<file path="config.mk">
export PLATFORM = sky130hd
export DESIGN_NAME = triple_rank_order_score
export DESIGN_NICKNAME = d
export VERILOG_FILES = /design/src/rtl/trs_pkg.sv /design/src/rtl/trs_front.sv /design/src/rtl/trs_snapq.sv /design/src/rtl/trs_back.sv /design/src/rtl/triple_rank_order_score.sv
export SDC_FILE = /design/constraint.sdc
export NUM_CORES = 2
export LEC_CHECK = 0
export BUFFER_PORTS_ARGS = -buffer_cell sky130_fd_sc_hd__buf_2
export CAP_MARGIN = 20
export CORE_MARGIN = 8
export CORE_UTILIZATION = 50
export DETAILED_ROUTE_END_ITERATION = 12
export PLACE_DENSITY = 0.75
export SYNTH_ARGS = -nofsm -noshare
export SYNTH_HDL_FRONTEND = slang
export SYNTH_SLANG_ARGS = --single-unit
</file>
<file path="constraint.sdc">
create_clock -name clk -period 9.4 [get_ports clk]
set_input_delay 2.35 -clock clk [delete_from_list [all_inputs] [get_ports clk]]
set_output_delay 2.35 -clock clk [all_outputs]
set_load 0.01 [all_outputs]
</file>
<file path="src/rtl/trs_pkg.sv">
`timescale 1ns / 1ps
// ----------------------------------------------------------------------------
// trs_pkg: shared types and constants of the triple rank order score block
// Item formats, configuration register indexes and the fixed sizes of the
// score path and of the snapshot queue.
// ----------------------------------------------------------------------------
package trs_pkg;

  // field widths fixed by the item formats
  localparam int GENE_W     = 16;
  localparam int EXPR_W     = 32;
  localparam int CFG_IDX_W  = 2;
  localparam int SCORE_W    = 18;
  localparam int FRAC_SHIFT = 17;

  localparam logic [SCORE_W-1:0] SCORE_MAX = 18'd131072;

  // six orderings of a triple
  localparam int ORDER_COUNT = 6;
  localparam int BIN_W       = 3;

  // snapshot queue between front and back
  localparam int QDEPTH = 2;
  localparam int QPTR_W = 1;
  localparam int QCNT_W = 2;

  // configuration register indexes
  localparam logic [CFG_IDX_W-1:0] CFG_GENE_A = 2'd0;
  localparam logic [CFG_IDX_W-1:0] CFG_GENE_B = 2'd1;
  localparam logic [CFG_IDX_W-1:0] CFG_GENE_C = 2'd2;

  typedef struct packed {
    logic [GENE_W-1:0]        gene_index;
    logic signed [EXPR_W-1:0] expr_value;
    logic                     class_label;
    logic                     end_of_sample;
    logic                     end_of_set;
  } in_item_t;

  typedef struct packed {
    logic [SCORE_W-1:0] score;
    logic               empty_class;
  } out_item_t;

  // snapshot queue status seen by front and back
  typedef struct packed {
    logic              nonempty;
    logic [QCNT_W-1:0] count;
  } snapq_stat_t;

endpackage

</file>
<file path="src/rtl/trs_front.sv">
`timescale 1ns / 1ps
// ----------------------------------------------------------------------------
// trs_front: item intake and per-set ordering counts
// Holds the three gene values, classifies each closed sample into the six
// ordering bins and accumulates per-class credits. At set end it pushes a
// snapshot of the counts to the snapshot queue and clears them.
// ----------------------------------------------------------------------------
module trs_front #(
  parameter int MAX_SAMPLES = 4096,
  parameter int MAX_GENES   = 65536,
  parameter int VALUE_WIDTH = 32,
  localparam int CNT_W = $clog2(MAX_SAMPLES + 1),
  localparam int SUM_W = $clog2(6 * MAX_SAMPLES + 1)
) (
  input  logic                                            clk,
  input  logic                                            rst_n,
  input  logic                                            in_push,
  output logic                                            in_full,
  input  trs_pkg::in_item_t                               in_item,
  input  logic                                            cfg_valid,
  output logic                                            cfg_ready,
  input  logic [trs_pkg::CFG_IDX_W-1:0]                   cfg_index,
  input  logic [trs_pkg::GENE_W-1:0]                      cfg_data,
  input  trs_pkg::snapq_stat_t                            q_stat,
  output logic                                            q_push,
  output logic [1:0][trs_pkg::ORDER_COUNT-1:0][SUM_W-1:0] q_sums,
  output logic [1:0][CNT_W-1:0]                           q_totals
);
  import trs_pkg::*;

  // credit per holding ordering, in sixths
  localparam logic [2:0] W_DISTINCT = 3'd6;
  localparam logic [2:0] W_PAIR     = 3'd3;
  localparam logic [2:0] W_ALL_EQ   = 3'd1;

  logic [GENE_W-1:0]             gene_a_r, gene_b_r, gene_c_r;
  logic signed [VALUE_WIDTH-1:0] held_a_r, held_b_r, held_c_r;
  logic signed [VALUE_WIDTH-1:0] in_val;
  logic                          in_accept;
  logic                          gene_ok;
  logic                          s2_close_r, s2_set_r, s2_cls_r;
  logic                          s3_close_r, s3_set_r, s3_cls_r;
  logic                          le_ab, le_ba, le_ac, le_ca, le_bc, le_cb;
  logic [ORDER_COUNT-1:0]        hold, s3_hold_r;
  logic [2:0]                    weight, s3_weight_r;
  logic [1:0][ORDER_COUNT-1:0][SUM_W-1:0] sums_r, sums_nxt;
  logic [1:0][CNT_W-1:0]         totals_r, totals_nxt;
  logic [CNT_W-1:0]              total_r, total_nxt;
  logic [QCNT_W:0]               reserved;

  assign cfg_ready = 1'b1;

  // queue slots taken or promised to set ends still in the pipeline
  assign reserved = {1'b0, q_stat.count} + (QCNT_W+1)'(s2_set_r)
                  + (QCNT_W+1)'(s3_set_r);
  assign in_full   = reserved >= (QCNT_W+1)'(QDEPTH);
  assign in_accept = in_push && !in_full;

  assign in_val  = VALUE_WIDTH'(in_item.expr_value);
  assign gene_ok = int'(in_item.gene_index) < MAX_GENES;

  // configuration registers
  always_ff @(posedge clk) begin
    if (!rst_n) begin
      gene_a_r <= GENE_W'(0);
      gene_b_r <= GENE_W'(1);
      gene_c_r <= GENE_W'(2);
    end else if (cfg_valid) begin
      unique case (cfg_index)
        CFG_GENE_A: gene_a_r <= cfg_data;
        CFG_GENE_B: gene_b_r <= cfg_data;
        CFG_GENE_C: gene_c_r <= cfg_data;
        default: ;
      endcase
    end
  end

  // held gene values, kept across samples and sets
  always_ff @(posedge clk) begin
    if (!rst_n) begin
      held_a_r <= '0;
      held_b_r <= '0;
      held_c_r <= '0;
    end else if (in_accept && gene_ok) begin
      if (in_item.gene_index == gene_a_r) held_a_r <= in_val;
      if (in_item.gene_index == gene_b_r) held_b_r <= in_val;
      if (in_item.gene_index == gene_c_r) held_c_r <= in_val;
    end
  end

  // stage 2: sample close marker, held values are current in this cycle
  always_ff @(posedge clk) begin
    if (!rst_n) begin
      s2_close_r <= 1'b0;
      s2_set_r   <= 1'b0;
      s2_cls_r   <= 1'b0;
    end else begin
      s2_close_r <= in_accept && (in_item.end_of_sample || in_item.end_of_set);
      s2_set_r   <= in_accept && in_item.end_of_set;
      s2_cls_r   <= in_item.class_label;
    end
  end

  // pairwise order of the held values
  assign le_ab = held_a_r <= held_b_r;
  assign le_ba = held_b_r <= held_a_r;
  assign le_ac = held_a_r <= held_c_r;
  assign le_ca = held_c_r <= held_a_r;
  assign le_bc = held_b_r <= held_c_r;
  assign le_cb = held_c_r <= held_b_r;

  assign hold[0] = le_ab && le_bc;
  assign hold[1] = le_ac && le_cb;
  assign hold[2] = le_ba && le_ac;
  assign hold[3] = le_bc && le_ca;
  assign hold[4] = le_ca && le_ab;
  assign hold[5] = le_cb && le_ba;

  // share six sixths among the orderings that hold
  always_comb begin
    case ($countones(hold))
      1:       weight = W_DISTINCT;
      2:       weight = W_PAIR;
      default: weight = W_ALL_EQ;
    endcase
  end

  // stage 3 registers
  always_ff @(posedge clk) begin
    if (!rst_n) begin
      s3_close_r  <= 1'b0;
      s3_set_r    <= 1'b0;
      s3_cls_r    <= 1'b0;
      s3_hold_r   <= '0;
      s3_weight_r <= '0;
    end else begin
      s3_close_r  <= s2_close_r;
      s3_set_r    <= s2_set_r;
      s3_cls_r    <= s2_cls_r;
      s3_hold_r   <= hold;
      s3_weight_r <= weight;
    end
  end

  // credit accumulation, samples past the limit are dropped
  always_comb begin
    sums_nxt   = sums_r;
    totals_nxt = totals_r;
    total_nxt  = total_r;
    if (s3_close_r && (total_r < CNT_W'(MAX_SAMPLES))) begin
      for (int i = 0; i < ORDER_COUNT; i++) begin
        if (s3_hold_r[i]) begin
          sums_nxt[s3_cls_r][i] = sums_r[s3_cls_r][i] + SUM_W'(s3_weight_r);
        end
      end
      totals_nxt[s3_cls_r] = totals_r[s3_cls_r] + CNT_W'(1);
      total_nxt            = total_r + CNT_W'(1);
    end
  end

  assign q_push   = s3_set_r;
  assign q_sums   = sums_nxt;
  assign q_totals = totals_nxt;

  always_ff @(posedge clk) begin
    if (!rst_n || q_push) begin
      sums_r   <= '0;
      totals_r <= '0;
      total_r  <= '0;
    end else begin
      sums_r   <= sums_nxt;
      totals_r <= totals_nxt;
      total_r  <= total_nxt;
    end
  end

endmodule

</file>
<file path="src/rtl/trs_snapq.sv">
`timescale 1ns / 1ps
// ----------------------------------------------------------------------------
// trs_snapq: snapshot queue between front and back
// Two-entry queue of per-set counts. The front only pushes into a slot it
// has reserved, so a push is always taken.
// ----------------------------------------------------------------------------
module trs_snapq #(
  parameter int MAX_SAMPLES = 4096,
  localparam int CNT_W = $clog2(MAX_SAMPLES + 1),
  localparam int SUM_W = $clog2(6 * MAX_SAMPLES + 1)
) (
  input  logic                                            clk,
  input  logic                                            rst_n,
  input  logic                                            push,
  input  logic [1:0][trs_pkg::ORDER_COUNT-1:0][SUM_W-1:0] push_sums,
  input  logic [1:0][CNT_W-1:0]                           push_totals,
  input  logic                                            pop,
  output logic [1:0][trs_pkg::ORDER_COUNT-1:0][SUM_W-1:0] head_sums,
  output logic [1:0][CNT_W-1:0]                           head_totals,
  output trs_pkg::snapq_stat_t                            stat
);
  import trs_pkg::*;

  logic [1:0][ORDER_COUNT-1:0][SUM_W-1:0] sums_mem_r [QDEPTH];
  logic [1:0][CNT_W-1:0]                  tot_mem_r  [QDEPTH];
  logic [QPTR_W-1:0]                      wr_ptr_r, rd_ptr_r;
  logic [QCNT_W-1:0]                      cnt_r;

  // pointers and fill count
  always_ff @(posedge clk) begin
    if (!rst_n) begin
      wr_ptr_r <= '0;
      rd_ptr_r <= '0;
      cnt_r    <= '0;
    end else begin
      if (push) wr_ptr_r <= wr_ptr_r + QPTR_W'(1);
      if (pop)  rd_ptr_r <= rd_ptr_r + QPTR_W'(1);
      if (push && !pop)      cnt_r <= cnt_r + QCNT_W'(1);
      else if (!push && pop) cnt_r <= cnt_r - QCNT_W'(1);
    end
  end

  // entry storage
  always_ff @(posedge clk) begin
    if (push) begin
      sums_mem_r[wr_ptr_r] <= push_sums;
      tot_mem_r[wr_ptr_r]  <= push_totals;
    end
  end

  assign head_sums     = sums_mem_r[rd_ptr_r];
  assign head_totals   = tot_mem_r[rd_ptr_r];
  assign stat.nonempty = cnt_r != '0;
  assign stat.count    = cnt_r;

endmodule

</file>
<file path="src/rtl/trs_back.sv">
`timescale 1ns / 1ps
// ----------------------------------------------------------------------------
// trs_back: score engine and result register
// Per set: six cross products and absolute differences, the denominator
// 6*n0*n1, then an 18-step restoring division for the rounded Q2.16 score.
// ----------------------------------------------------------------------------
module trs_back #(
  parameter int MAX_SAMPLES = 4096,
  localparam int CNT_W = $clog2(MAX_SAMPLES + 1),
  localparam int SUM_W = $clog2(6 * MAX_SAMPLES + 1)
) (
  input  logic                                            clk,
  input  logic                                            rst_n,
  input  trs_pkg::snapq_stat_t                            q_stat,
  input  logic [1:0][trs_pkg::ORDER_COUNT-1:0][SUM_W-1:0] head_sums,
  input  logic [1:0][CNT_W-1:0]                           head_totals,
  output logic                                            q_pop,
  input  logic                                            out_pop,
  output logic                                            out_empty,
  output trs_pkg::out_item_t                              out_item
);
  import trs_pkg::*;

  localparam int PROD_W = SUM_W + CNT_W;
  localparam int NUM_W  = PROD_W + 3;
  localparam int P_W    = 2 * CNT_W;
  localparam int DEN_W  = P_W + 3;
  localparam int DIV_W  = DEN_W + 1;
  localparam int X_W    = NUM_W + FRAC_SHIFT + 1;
  localparam int IT_W   = $clog2(SCORE_W);

  typedef enum logic [6:0] {
    ST_IDLE = 7'b0000001,
    ST_MUL  = 7'b0000010,
    ST_ACC  = 7'b0000100,
    ST_DEN  = 7'b0001000,
    ST_PREP = 7'b0010000,
    ST_DIV  = 7'b0100000,
    ST_EMIT = 7'b1000000
  } state_t;

  state_t             state_r, state_nxt;
  logic [BIN_W-1:0]   bin_r;
  logic [PROD_W-1:0]  x_r, y_r, prod_x, prod_y, diff;
  logic [NUM_W-1:0]   num_r;
  logic [P_W-1:0]     p_r;
  logic [DEN_W-1:0]   den;
  logic [X_W-1:0]     x_full;
  logic [DIV_W-1:0]   d_r, rem_r;
  logic [DIV_W:0]     rs, rs_sub;
  logic               rs_ge;
  logic [SCORE_W-1:0] xl_r, q_r, score_sat;
  logic [IT_W-1:0]    it_r;
  logic               empty_r;
  logic [CNT_W-1:0]   n0, n1;
  logic               emit_load;
  logic               out_valid_r;
  out_item_t          out_item_r;

  assign n0 = head_totals[0];
  assign n1 = head_totals[1];

  // cross products of the current bin
  assign prod_x = PROD_W'(head_sums[0][bin_r]) * PROD_W'(n1);
  assign prod_y = PROD_W'(head_sums[1][bin_r]) * PROD_W'(n0);
  assign diff   = (x_r >= y_r) ? (x_r - y_r) : (y_r - x_r);

  // rounded dividend num*2^17 + den over divisor 2*den
  assign den    = (DEN_W'(p_r) << 2) + (DEN_W'(p_r) << 1);
  assign x_full = X_W'({num_r, {FRAC_SHIFT{1'b0}}}) + X_W'(den);

  // one restoring division step
  assign rs     = {rem_r, xl_r[SCORE_W-1]};
  assign rs_ge  = rs >= {1'b0, d_r};
  assign rs_sub = rs - {1'b0, d_r};

  assign score_sat = (q_r > SCORE_MAX) ? SCORE_MAX : q_r;
  assign emit_load = (state_r == ST_EMIT) && (!out_valid_r || out_pop);
  assign q_pop     = emit_load;

  // sequencer next state
  always_comb begin
    state_nxt = state_r;
    unique case (state_r)
      ST_IDLE: begin
        if (q_stat.nonempty) begin
          state_nxt = (n0 == '0 || n1 == '0) ? ST_EMIT : ST_MUL;
        end
      end
      ST_MUL: state_nxt = ST_ACC;
      ST_ACC: begin
        state_nxt = (bin_r == BIN_W'(ORDER_COUNT - 1)) ? ST_DEN : ST_MUL;
      end
      ST_DEN:  state_nxt = ST_PREP;
      ST_PREP: state_nxt = ST_DIV;
      ST_DIV: begin
        if (it_r == IT_W'(SCORE_W - 1)) state_nxt = ST_EMIT;
      end
      ST_EMIT: begin
        if (emit_load) state_nxt = ST_IDLE;
      end
      default: state_nxt = ST_IDLE;
    endcase
  end

  always_ff @(posedge clk) begin
    if (!rst_n) begin
      state_r <= ST_IDLE;
    end else begin
      state_r <= state_nxt;
    end
  end

  // datapath registers
  always_ff @(posedge clk) begin
    unique case (state_r)
      ST_IDLE: begin
        bin_r   <= '0;
        num_r   <= '0;
        q_r     <= '0;
        empty_r <= (n0 == '0 || n1 == '0);
      end
      ST_MUL: begin
        x_r <= prod_x;
        y_r <= prod_y;
      end
      ST_ACC: begin
        num_r <= num_r + NUM_W'(diff);
        bin_r <= bin_r + BIN_W'(1);
      end
      ST_DEN: begin
        p_r <= P_W'(n0) * P_W'(n1);
      end
      ST_PREP: begin
        d_r   <= DIV_W'({den, 1'b0});
        rem_r <= DIV_W'(x_full >> SCORE_W);
        xl_r  <= x_full[SCORE_W-1:0];
        q_r   <= '0;
        it_r  <= '0;
      end
      ST_DIV: begin
        rem_r <= rs_ge ? DIV_W'(rs_sub) : DIV_W'(rs);
        xl_r  <= {xl_r[SCORE_W-2:0], 1'b0};
        q_r   <= {q_r[SCORE_W-2:0], rs_ge};
        it_r  <= it_r + IT_W'(1);
      end
      ST_EMIT: ;
      default: ;
    endcase
  end

  // result register
  always_ff @(posedge clk) begin
    if (!rst_n) begin
      out_valid_r <= 1'b0;
    end else if (emit_load) begin
      out_valid_r <= 1'b1;
    end else if (out_pop) begin
      out_valid_r <= 1'b0;
    end
  end

  always_ff @(posedge clk) begin
    if (emit_load) begin
      out_item_r.score       <= empty_r ? '0 : score_sat;
      out_item_r.empty_class <= empty_r;
    end
  end

  assign out_empty = !out_valid_r;
  assign out_item  = out_item_r;

endmodule

</file>
<file path="src/rtl/triple_rank_order_score.sv">
`timescale 1ns / 1ps
// ----------------------------------------------------------------------------
// triple_rank_order_score: streaming rank-order score of a gene triple
// Scores how well the ordering of three configured genes separates two
// sample classes over a streamed expression matrix.
// ----------------------------------------------------------------------------
// Usage:
//   Input queue (in_push / in_full): one matrix element per item, taken at
//   one item per clock while in_full is low. end_of_sample closes a sample,
//   end_of_set closes the sample and the set and yields one result.
//   Result queue (out_empty / out_pop): one score item per set, held on
//   out_item until popped.
//   Config (cfg_valid / cfg_ready): gene_a, gene_b, gene_c at indexes 0..2,
//   always ready, used from the next element on.
//   Back end per set: the six cross products, then the denominator, then
//   the bit-serial divider; a set with an empty class skips straight to
//   its result.
//   Throughput: one element per cycle while in_full is low; short sets
//   are paced by the score engine through the two-entry snapshot queue.
//   in_full rises while two finished sets wait or are in flight.
//   Reset: synchronous, clears counts, held values and both queues; gene
//   registers return to 0, 1, 2. A stalled receiver holds the result and,
//   once the snapshot queue fills, stalls the input.
// ----------------------------------------------------------------------------
module triple_rank_order_score #(
  parameter int MAX_SAMPLES = 4096,
  parameter int MAX_GENES   = 65536,
  parameter int VALUE_WIDTH = 32
) (
  input  logic                           clk,
  input  logic                           rst_n,
  input  logic                           in_push,
  output logic                           in_full,
  input  trs_pkg::in_item_t              in_item,
  output logic                           out_empty,
  input  logic                           out_pop,
  output trs_pkg::out_item_t             out_item,
  input  logic                           cfg_valid,
  output logic                           cfg_ready,
  input  logic [trs_pkg::CFG_IDX_W-1:0]  cfg_index,
  input  logic [trs_pkg::GENE_W-1:0]     cfg_data
);
  import trs_pkg::*;

  localparam int CNT_W = $clog2(MAX_SAMPLES + 1);
  localparam int SUM_W = $clog2(6 * MAX_SAMPLES + 1);

  logic                                   q_push, q_pop;
  logic [1:0][ORDER_COUNT-1:0][SUM_W-1:0] q_sums, head_sums;
  logic [1:0][CNT_W-1:0]                  q_totals, head_totals;
  snapq_stat_t                            q_stat;

  // intake and per-set counting
  trs_front #(
    .MAX_SAMPLES (MAX_SAMPLES),
    .MAX_GENES   (MAX_GENES),
    .VALUE_WIDTH (VALUE_WIDTH)
  ) u_front (
    .clk       (clk),
    .rst_n     (rst_n),
    .in_push   (in_push),
    .in_full   (in_full),
    .in_item   (in_item),
    .cfg_valid (cfg_valid),
    .cfg_ready (cfg_ready),
    .cfg_index (cfg_index),
    .cfg_data  (cfg_data),
    .q_stat    (q_stat),
    .q_push    (q_push),
    .q_sums    (q_sums),
    .q_totals  (q_totals)
  );

  // per-set snapshots
  trs_snapq #(
    .MAX_SAMPLES (MAX_SAMPLES)
  ) u_snapq (
    .clk         (clk),
    .rst_n       (rst_n),
    .push        (q_push),
    .push_sums   (q_sums),
    .push_totals (q_totals),
    .pop         (q_pop),
    .head_sums   (head_sums),
    .head_totals (head_totals),
    .stat        (q_stat)
  );

  // score computation and result
  trs_back #(
    .MAX_SAMPLES (MAX_SAMPLES)
  ) u_back (
    .clk         (clk),
    .rst_n       (rst_n),
    .q_stat      (q_stat),
    .head_sums   (head_sums),
    .head_totals (head_totals),
    .q_pop       (q_pop),
    .out_pop     (out_pop),
    .out_empty   (out_empty),
    .out_item    (out_item)
  );

endmodule

</file>
==> metrics.md <==
| Metric | Value |
|---|---|
| Result of the run | completed |
| Post-synth EDFFs | 646 |
| Share of the yosys chip area belonging to registers | 39.1% |
| Clock-pin slew on the worst setup and hold paths | 70 ps |
| Largest buffer count on any clock path | 3 |
| Final worst path period need | 8240 ps |
| Post-route ant nets | 0 |
| DP HPWL | 128 mm |
| GRT Util Overall | 22.5% |
| Fraction of registers with async set or reset after synthesis | 0% |
| CTS Buf Count | 105 |
| DRT iter0 DRCs | 3230 |
| Finished Layout Cells | 8718 |
| CP max FO | 31 |
| Nets@finish | 7807 |
| CP Data Arrival Time | 8670 ps |
| First-pass GRT wire length | 275 mm |
| Setup CP Type | register to register |
| Worst Max-Slew Pin Slew | 1110 ps |
| Die X | 389 um |
| Worst clock skew | 79.8 ps |
| Final setup TNS | 0 ps |
| Cell chosen for the clock root | clkbuf_16 |
| Period utilization | 87.7% |
| Layout cells sized above 1 | 7.77% |
| Final weighted congestion in routability-driven placement | 0.968 |
| I/O Pins | 96 |
| Placed Cells | 8519 |
| Drt pass-1 iters | 8 |
| Drc violations | 0 |
| Worst path most repeated cell | fa_1 |
| Final hold violations | 0 |
| Global route overflow | 0 |
| Largest family of logic cells by synthesized area | adder cells |
| Filler Cell Count | 11900 |
| Initial Util | 50.2% |
| Synth warn | 0 |
| Avg Inst Size Synth | 10.3 sq um |
| Post-Syn Instances | 6790 |
| Complex-gate fraction of the synthesized area | 8.35% |
| Synth Area in XOR/XNOR | 5.19% |
| Slowest-stage cell, CP | dfxtp_4 |
| Syn Nets | 7778 |
| Initial antenna violation count | 2 |
| CTS tree | done |
| Primary FF master, synth | edfxtp_1 |
| Synth unique cells | 78 |
| Die height | 389 um |
| Max cap viols | 0 |
| Area of the multi-input gates | 38700 sq um |
| Max frequency | 0.121 GHz |
| Vias | 48700 |
| Worst path max stage delay | 700 ps |
| Area share of fa/ha/maj cells after synthesis | 21.0% |
| Post-synthesis simple-gate area fraction | 14.6% |
| Clock latency on the worst-skew pair | 760 ps |
| CP Capture Type | register |
| # resized after CTS | 0 |
| H-tree depth | 3 |
| Relative slew slack | 24.8% |
| Core box area | 139000 sq um |
| Cell area after synthesis | 69600 sq um |
| DR WL/cell | 19.8 um |
| Area of the die | 151000 sq um |
| Worst EP required | 9820 ps |
| FF+latch area | 27200 sq um |
| Area growth syn-to-layout | 8.71% |
| Setup repair bufs after CTS | 0 |
| Vias/cell | 5.59 |
| RSZ-0062 raised after global routing | false |
| CTS sink cnt | 1037 |
| Placement Rows | 137 |
| Vias in the first global route | 50000 |
| Max-slew violation count | 0 |
| Hold WC Path Type | register to register |
| Post-CTS Hold Fix Bufs | 0 |
| Largest net degree at the start of global routing | 196 |
| Seq cells post-synth | 1037 |
| Final setup vio count | 0 |
| Startpoint types | register |
| Crit path cell chain | buf_12 -> mux4_2 -> mux2i_1 -> o22ai_1 -> nand2_1 -> fa_1 -> fa_1 -> inv_1 -> fa_1 -> fa_1 -> inv_1 -> fa_1 -> inv_1 -> ha_1 -> o21a_1 -> nor2_1 -> nor4_1 -> or2_2 -> a211o_1 -> a21oi_1 -> o21ai_0 -> a2111oi_0 -> nor3_1 |
| PortBufs | 94 |
| Final wirelength | 173 mm |
| Mux contribution to synthesized area | 6.31% |
## routing by layer
| metal | GRT usage, % | vias up | share of wire [%] |
|---|---|---|---|
| li1 | - | 22900 | - |
| met1 | 28.8 | 23800 | 42 |
| met2 | 37.6 | 1560 | 47 |
| met3 | 3.36 | 430 | 6.0 |
| met4 | 10.7 | 0 | 5.3 |
| met5 | 0 | - | 0 |
## state kept, by name (all words and copies together), names as in the netlist, 7 cells and up, named ones only
name / cells
u_snapq.sums_mem_r: 360
u_front.sums_r: 180
u_snapq.tot_mem_r: 52
u_front.held_a_r: 32
u_front.held_b_r: 32
u_front.held_c_r: 32
u_back.num_r: 31
u_back.rem_r: 30
u_back.d_r: 28
u_back.x_r: 28
u_back.y_r: 28
u_back.p_r: 26
u_front.totals_r: 26
u_back.out_item: 19
u_back.q_r: 18
u_back.xl_r: 17
u_front.gene_a_r: 16
u_front.gene_b_r: 16
u_front.gene_c_r: 16
u_front.total_r: 13
u_back.state_r: 7
## cells in the mapped netlist, types with 133 or more instances
library cell	instances	area [sq um]
inv_1	756	2840
nand2_1	704	2640
edfxtp_1	646	19400
nor2_1	573	2150
ha_1	493	6170
fa_1	421	8430
dfxtp_1	391	7830
nor2b_1	352	2200
a21oi_1	284	1420
xnor2_1	222	1940
clkbuf_1	214	803
mux2i_1	196	1960
xor2_1	191	1670
o21ai_0	179	896
nand3_1	133	666
## critical path, delay by kind of cell, from the launching register on
| kind | cells | cell delay (ps) |
|---|---|---|
| compound gates | 6 | 1960 |
| fa+ha+maj | 6 | 2850 |
| buf+inv | 4 | 480 |
| flops | 1 | 700 |
| mux | 2 | 950 |
| simple gates | 5 | 920 |
## kinds of logic after synthesis
| logic type | count (synthesis) |
|---|---|
| AO/OA/AOI/OAI | 916 |
| XOR/XNOR | 413 |
| adder cells (fa/ha/maj) | 914 |
| buffers and inverters | 1011 |
| flip-flops | 1037 |
| multiplexers | 338 |
| other | 1 |
| AND/OR/NAND/NOR | 2160 |
## placed cells by master, fill, tap and decap left out, drive strengths merged, types with 74 or more instances in the layout
master / instances
clkbuf: 142
and2: 99
a21oi: 286
ha: 493
nand2: 704
nor2b: 352
nand3: 133
xor2: 191
dfxtp: 391
mux2i: 196
edfxtp: 646
a21o: 121
nor2: 573
xnor2: 222
fa: 421
inv: 762
buf: 177
mux4: 74
o21ai: 185
## layout make-up
cell class	count	area share, %
diodes	1	0.00331
clock buffers	142	3.93
clock inverters	56	0.721
inverters	756	3.75
multi-input cells	4742	51.1
flip-flops and latches	1037	36.0
well taps	1807	2.99
repair buffers	177	1.53
## stage by stage
step / hold slack [ps] / setup slack [ps] / cell area [sq um] / utilization, %
final: 468 / 1160 / 75700 / 54.5
after global routing: 492 / 714 / 75700 / 54.5
after CTS: 469 / 1200 / 75700 / 54.5
after detailed placement: 444 / 1270 / 72200 / 52.0
after global placement: 443 / 1450 / 72200 / 52.0
after floorplan: 412 / 1710 / 69600 / -
## path summary, 6_finish.rpt
check                   startpoint              to  slack, ps  depth (start not counted)
setup reg to reg          register  u_back.y_r[25]       1160                         23
hold / removal    u_front.s2_set_r  u_front.q_push        470                          1
setup / recovery          register  u_back.y_r[25]       1160                         23
hold reg to reg   u_front.s2_set_r  u_front.q_push        470                          1
Power is left out: the tool's default activity adds up to more than one toggle a clock period on the data nets, which glitch-free logic cannot reach.
